==> config.mk <==
export PLATFORM = sky130hd
export DESIGN_NAME = fp32_multiplier_daz_ftz
export DESIGN_NICKNAME = d
export VERILOG_FILES = /design/src/fpm_pkg.sv /design/src/fpm_round.sv /design/src/fp32_multiplier_daz_ftz.sv
export SDC_FILE = /design/constraint.sdc
export NUM_CORES = 2
export LEC_CHECK = 0
export BUFFER_PORTS_ARGS = -buffer_cell sky130_fd_sc_hd__buf_2
export CAP_MARGIN = 20
export CORE_ASPECT_RATIO = 1.5
export CORE_MARGIN = 3
export CORE_UTILIZATION = 50
export DETAILED_ROUTE_END_ITERATION = 10
export PLACE_DENSITY = 0.69
export SYNTH_ARGS = -nofsm -noshare
export SYNTH_HDL_FRONTEND = slang
export SYNTH_SLANG_ARGS = --single-unit
export TNS_END_PERCENT = 20
==> constraint.sdc <==
create_clock -name clk -period 7.14 [get_ports clk]
set_input_delay 0.357 -clock clk [delete_from_list [all_inputs] [get_ports clk]]
set_output_delay 0.357 -clock clk [all_outputs]
set_load 0.05 [all_outputs]
==> src/fpm_pkg.sv <==
// ----------------------------------------------------------------------------
// fpm_pkg: shared constants and types for the binary32 multiplier
// Field widths, special encodings and the stage structure of the datapath.
// ----------------------------------------------------------------------------
package fpm_pkg;

  localparam int FracBits = 23;
  localparam int ExpBits  = 8;
  localparam logic [31:0] QnanCanon = 32'h7FC0_0000;
  localparam logic [ExpBits-1:0] ExpMax = 8'hFF;

  // Decoded operand pair, held in the input register.
  typedef struct packed {
    logic              sign;
    logic              is_nan;
    logic              is_inf;
    logic              is_zero;
    logic [ExpBits:0]  exp_sum;   // ea + eb, nine bits
    logic [47:0]       mant_prod; // product of the two 24-bit significands
  } fpm_stage_t;

endpackage

==> src/fpm_round.sv <==
// ----------------------------------------------------------------------------
// fpm_round: normalise, round to nearest even and pack the product
// Handles overflow to infinity, flush to zero and NaN canonicalisation.
// ----------------------------------------------------------------------------
module fpm_round (
  input  fpm_pkg::fpm_stage_t st,
  output logic [31:0]         product
);

  logic        top;
  logic [23:0] q;
  logic        g;
  logic        sticky;
  logic [24:0] qr;
  logic signed [10:0] e;
  logic signed [10:0] e_fin;
  logic [22:0] frac;

  always_comb begin
    top = st.mant_prod[47];
    // Biased exponent: k + ea + eb - 173 with k = 46 or 47.
    e = $signed({2'b00, st.exp_sum}) - 11'sd127 + $signed({10'd0, top});
    if (top) begin
      q      = st.mant_prod[47:24];
      g      = st.mant_prod[23];
      sticky = |st.mant_prod[22:0];
    end else begin
      q      = st.mant_prod[46:23];
      g      = st.mant_prod[22];
      sticky = |st.mant_prod[21:0];
    end
    qr    = {1'b0, q} + {24'd0, g & (sticky | q[0])};
    e_fin = e;
    frac  = qr[22:0];
    if (qr[24]) begin
      e_fin = e + 11'sd1;
      frac  = 23'd0;
    end

    if (st.is_nan) begin
      product = fpm_pkg::QnanCanon;
    end else if (st.is_inf) begin
      product = {st.sign, fpm_pkg::ExpMax, 23'd0};
    end else if (st.is_zero) begin
      product = {st.sign, 31'd0};
    end else if (e == 11'sd0 && q == 24'hFF_FFFF) begin
      // At exponent zero the subnormal rounding keeps one bit fewer; its
      // kept bits are all ones and its round bit is set exactly when the
      // top 24 bits here are all ones, and it then rounds up to the
      // smallest normal.
      product = {st.sign, 8'd1, 23'd0};
    end else if (e <= 11'sd0) begin
      product = {st.sign, 31'd0};
    end else if (e_fin >= 11'sd255) begin
      product = {st.sign, fpm_pkg::ExpMax, 23'd0};
    end else begin
      product = {st.sign, e_fin[7:0], frac};
    end
  end

endmodule

==> src/fp32_multiplier_daz_ftz.sv <==
// ----------------------------------------------------------------------------
// fp32_multiplier_daz_ftz: binary32 multiplier, DAZ inputs, FTZ output
// Pipeline: a request is captured in the input register and its product in
// the result register. Throughput: one request per cycle while m_tready
// takes the results; the significand multiply sits in front of the input
// register and the rounding between it and the result register.
// Reset: rst clears the valid bits of both stages; data registers keep state.
// ----------------------------------------------------------------------------
module fp32_multiplier_daz_ftz (
  input  logic        clk,
  input  logic        rst,
  input  logic        s_tvalid,
  output logic        s_tready,
  input  logic [63:0] s_tdata,  // operand_a [31:0], operand_b [63:32]
  output logic        m_tvalid,
  input  logic        m_tready,
  output logic [31:0] m_tdata   // product [31:0]
);

  logic                v1;
  fpm_pkg::fpm_stage_t st;
  fpm_pkg::fpm_stage_t st_next;
  logic [31:0]         res_next;
  logic                adv1;
  logic                adv2;

  logic [31:0] a;
  logic [31:0] b;
  logic [7:0]  ea;
  logic [7:0]  eb;
  logic        an, bn, ai, bi, az, bz;

  assign adv2     = !m_tvalid || m_tready;
  assign adv1     = !v1 || adv2;
  assign s_tready = adv1;

  always_comb begin
    a  = s_tdata[31:0];
    b  = s_tdata[63:32];
    ea = a[30:23];
    eb = b[30:23];
    an = (ea == fpm_pkg::ExpMax) && (a[22:0] != 23'd0);
    bn = (eb == fpm_pkg::ExpMax) && (b[22:0] != 23'd0);
    ai = (ea == fpm_pkg::ExpMax) && (a[22:0] == 23'd0);
    bi = (eb == fpm_pkg::ExpMax) && (b[22:0] == 23'd0);
    az = (ea == 8'd0);
    bz = (eb == 8'd0);
    st_next.sign      = a[31] ^ b[31];
    st_next.is_nan    = an || bn || ((ai || bi) && (az || bz));
    st_next.is_inf    = ai || bi;
    st_next.is_zero   = az || bz;
    st_next.exp_sum   = {1'b0, ea} + {1'b0, eb};
    st_next.mant_prod = {24'd0, 1'b1, a[22:0]} * {24'd0, 1'b1, b[22:0]};
  end

  fpm_round u_round (
    .st      (st),
    .product (res_next)
  );

  always_ff @(posedge clk) begin
    if (rst) begin
      v1       <= 1'b0;
      m_tvalid <= 1'b0;
    end else begin
      if (adv1) v1 <= s_tvalid;
      if (adv2) m_tvalid <= v1;
    end
    if (adv1 && s_tvalid) st <= st_next;
    if (adv2 && v1) m_tdata <= res_next;
  end

`ifndef ASSERT_OFF
  // A result waiting downstream must not be overwritten by the stage behind.
  a_hold: assert property (@(posedge clk) disable iff (rst)
    m_tvalid && !m_tready |=> m_tvalid && $stable(m_tdata))
    else $error("result changed while stalled");
  // A NaN result is always the canonical quiet NaN.
  a_qnan: assert property (@(posedge clk) disable iff (rst)
    m_tvalid && m_tdata[30:23] == 8'hFF && m_tdata[22:0] != 23'd0
      |-> m_tdata == fpm_pkg::QnanCanon)
    else $error("non-canonical NaN");
  // Flush to zero: no subnormal result is ever delivered.
  a_ftz: assert property (@(posedge clk) disable iff (rst)
    m_tvalid && m_tdata[30:23] == 8'd0 |-> m_tdata[22:0] == 23'd0)
    else $error("subnormal result");
`endif

endmodule

Word-level counts from Yosys, hierarchy flattened. Cells that the tools add are included.

Output and inout bits: 34. Input bits: 68. Bits in latches: 0. Memory bits (writable): 0. Word-level logic and storage cells: 62. Register bits: 95. Memories: 0. Memory bits (read-only): 0.

Multiplexer cells: 10. Eq/ne operators: 3. Shifts and indexed selects: 0. Multiply operators: 1. Add/sub/neg operators: 5. Reductions and logical operators: 27. Magnitude comparators: 2. Bitwise gates (word level): 3. Divide/modulo/power cells: 0.

Operator list (count): 2-to-1 mux 31 bit (4); multiplier 24 x 24 -> 48 bit (1); zero test 23 bit (2); 2-to-1 mux 23 bit (2); nonzero test 23 bit (2); adder 24 x 1 -> 25 bit (1); equality test 24 bit, second input constant (1); 2-to-1 mux 24 bit (1); OR reduction 23 bit (1); OR reduction 22 bit (1); equality test 8 bit, second input constant (2); zero test 8 bit (2); adder 11 x 2 -> 11 bit (1); adder 11 x 2 -> 11 bit, second input constant (1); >= comparator 11 x 9 -> 1 bit, second input constant (1); <= comparator 11 x 1 -> 1 bit, second input constant (1); zero test 11 bit (1); 2-to-1 mux 11 bit (1); subtractor 9 x 7 -> 10 bit, second input constant (1); adder 8 x 8 -> 9 bit (1); logical AND 1 bit (8); OR reduction 7 bit (1); logical OR 1 bit (6); zero test 1 bit (2); other kinds (5) (6).

Depth between registers and ports, before layout.
Word-level depth: 12. Depth in mapped cells: 26. Depth with buffers taken out: 25.

By module. From an unflattened synthesis, not the netlist that was laid out.

Cells, all modules: 2687. Area total of the unflattened synthesis: 24626.1 um2.

Modules (own cells, without submodules): fp32_multiplier_daz_ftz (instances 1, seq. area each 2832.7 um2, area each 22222.6 um2, cells an instance 2343); fpm_round (instances 1, seq. area each 0.0 um2, area each 2403.6 um2, cells an instance 344).

Least setup slack after synthesis. OpenSTA, ideal clock, no wires.

Path kind: input-to-reg. Start point: in s_tdata[35]. End point: reg st[46] (netlist name). Setup time: 0.262 ns. Required time: 6.878 ns. Cell stages on the path: 25. Path buffers: 1. Slack: 0.398 ns. Arrival time: 6.480 ns. Cell sequence: clkbuf_1 -> nand2_1 -> fa_1 -> inv_1 -> fa_1 -> inv_1 -> fa_1 -> inv_1 -> fa_1 -> inv_1 -> fa_1 -> inv_1 -> fa_1 -> inv_1 -> fa_1 -> inv_1 -> ha_1 -> and3_1 -> nor4b_1 -> or4b_1 -> a21o_1 -> a21o_1 -> a221oi_1 -> o21bai_1 -> xor2_1.

RTL lines: from (decl) (RTL line fp32_multiplier_daz_ftz.sv:14) `input logic [63:0] s_tdata,`.

==> flow_summary.toml <==
[outcome]
status = "completed"

[synthesis]
ys_warn_count = 0
syn_area_um2 = 24100
synthTopCellsByArea = "fa_1 (40%), edfxtp_1 (12%), ha_1 (9.7%)"
synth_most_common_cell = "inv_1"
ys_ff_latch = 95
synth_top_cell_area_share = 0.402
synthTopCellsByCount = "inv_1 (590), fa_1 (483), nand2_1 (325), and2_1 (249), ha_1 (187)"
syn_inst = 2606
synth_nets = 3344
synth-async-reset-ratio = 0
synth_ff_type = "edfxtp_1"
synth_edf_count = 93
yosysTopAreaCell = "fa_1"
synth_seq_area_share = 0.118
syn_avg_cell_area_um2 = 9.23
yosys.cell_types.count = 75

[setup_path]
required_ns = 7.25
cp.arrival_ns = 7.03
path_max_fanout = 10
critPathKind = "primary input to flop"
worstSetupEndpointType = "flop"
cp-start-kind = "primary input"

[global_route]
grt_max_degree = 62
grt_overflow_total = 0
use_met3 = 0.0283
grtUsageMet2 = 0.471
antenna_found_initial = 2
track_usage = 0.261
grt_first_pass_wirelength_mm = 103
busiest_layer = "met2"
grt_pass1_vias = 19800
grt_use_met1 = 0.312

[floorplan]
fp.dieH_um = 275
core_um2 = 47100
initial_utilization = 0.511
die_w_um = 185
io_pins = 102
die_area_um2 = 50800
rows = 97

[drt]
post_drt_via_cell_ratio = 5.40
totalWireLength_mm = 64.0
dr.pass1.iters = 5
post_drt_wl_per_cell_um = 19.0
ant_nets = 0
vias = 18200
drtIter0Drc = 988
drc_errors = 0

[sta]
fmax_ghz = 0.144
hold_viol = 0
tightest_slew_ns = 0.996
maxSlewHeadroom = 0.334
skew_ns = 0.00650
setup-tns-final_ns = 0
slew_violations = 0
finalSetupViolations = 0
fin_crit_sh = 0.970
layout_setup_ws_ns = 0.218
rsz0062_at_grt = "yes"
min_period_ns = 6.92

[cts]
post_cts.repair.setup_buffers = 0
cts_root_buf = "clkbuf_16"
clkLatencyLatePin_ns = 0.36
clk_pin_slew_ns = 0.07
cts_buffers = 9
cts_tree = "done"
hold_buffers = 0
cts_buffer_depth = 2
cts.sinks = 95
post_cts_resized = 0
htreeDepth = 3

[final_layout]
final_core_util = 0.565
drive_above_1_share = 0.113
area_growth_pct = 10.5
fillCellCount = 4195
final_area_um2 = 26600
final_nets = 3511

[job]
maxCapViolCount = 0

[place]
dpl.hpwl_mm = 55.7
post-place-ws_ns = -0.212
portBuffers = 101
routabilityCongestion = 0.966
placed_area_um2 = 26300

[worst_hold_path]
hold_path.class = "primary input to flop"
layout by cell type, fill, tap and decap left out, types with 4 or more instances in the layout:
master     synthesis  routed
o21ai_1            3       5
nor2b_1           12      11
clkbuf_4           0       6
and3_1             9       9
a211oi_2           9       9
nand3_1           27      27
o211ai_1           4       4
nand2b_1           8       8
buf_4              2     156
xor2_1            35      35
o21ai_0           30      28
a211oi_1           7       7
mux2i_1           16      16
a31oi_1            4       4
a221oi_1           5       5
o21bai_1          11      11
a21o_1            32      32
inv_1            590     590
nor3_1            21      21
a21oi_1           64      64
and2_1           249     248
fa_1             483     483
buf_2              6      95
ha_1             187     187
nand3b_1           4       4
nand2_1          325     325
edfxtp_1          93      93
nor2_1            94      94
buf_12             0      12
xnor2_1           62      62
and4_1             4       4
o21a_1             5       5
nor4_1            25      25
clkbuf_16          0       9
nand4_1           15      15
worst max-delay path: stages:
cell,delay (ns)
buf_2,0.30
buf_4,0.24
nand2_1,0.08
fa_1,0.56
inv_1,0.06
fa_1,0.50
inv_1,0.06
fa_1,0.54
inv_1,0.05
fa_1,0.47
fa_1,0.41
fa_1,0.51
inv_1,0.05
fa_1,0.47
inv_1,0.04
ha_1,0.30
a21oi_1,0.18
o21ai_0,0.15
nor2_1,0.14
or4b_1,0.56
a21o_1,0.26
a21o_1,0.21
a221oi_1,0.29
o21bai_1,0.11
xor2_1,0.14
layer usage:
metal | share of wire | vias to the layer above
li1 | - | 8246
met1 | 0.38 | 9207
met2 | 0.52 | 603
met3 | 0.051 | 145
met4 | 0.051 | 2
met5 | 0.00027 | -
cell families after synthesis:
| kind of cell | after synthesis | share of synthesized area |
|---|---|---|
| simple gates | 813 | 0.169 |
| buf+inv | 706 | 0.111 |
| fa+ha+maj | 670 | 0.499 |
| compound gates | 206 | 0.0592 |
| xor+xnor | 99 | 0.0370 |
| flops | 95 | 0.118 |
| mux | 17 | 0.00712 |
path summary, 6_finish.rpt:
check / from / to / slack, ns / depth (start not counted)
hold reg to reg: v1$_SDFFE_PP0N_ / v1$_SDFFE_PP0N_ / 0.56 / 2
setup reg to reg: st[47]$_DFFE_PP_ / m_tdata[21]$_SDFFCE_PP0P_ / 2.06 / 12
setup / recovery: s_tdata[7] / st[46]$_DFFE_PP_ / 0.22 / 25
hold / removal: rst / v1$_SDFFE_PP0N_ / 0.17 / 2
sequential cells by signal, summed over array words and instances, names as in the netlist:
register	count
st	61
m_tdata	32
m_tvalid	1
v1	1
layout make-up:
class,instances,area [µm²],share of cell area
multi-input cells,1805,18600,0.699
flip-flops and latches,95,2830,0.107
inverters,593,2230,0.0838
repair buffers,269,1930,0.0726
well taps,594,743,0.0279
clock buffers,9,225,0.00847
clock inverters,7,47.5,0.00179
diodes,1,2.50,0.0000941
stage by stage:
| step | hold slack, ns | instances |
|---|---|---|
| 3_3_place_gp | 0.495 | 3356 |
| 3_5_place_dp | 0.540 | 3356 |
| 6_report | 0.172 | 3373 |
| 4_1_cts | 0.162 | 3372 |
| 5_1_grt | 0.169 | 3373 |
| 2_1_floorplan | 0.429 | 2606 |
Power is left out: the tool's default activity adds up to more than one toggle a clock period on the data nets, which glitch-free logic cannot reach.
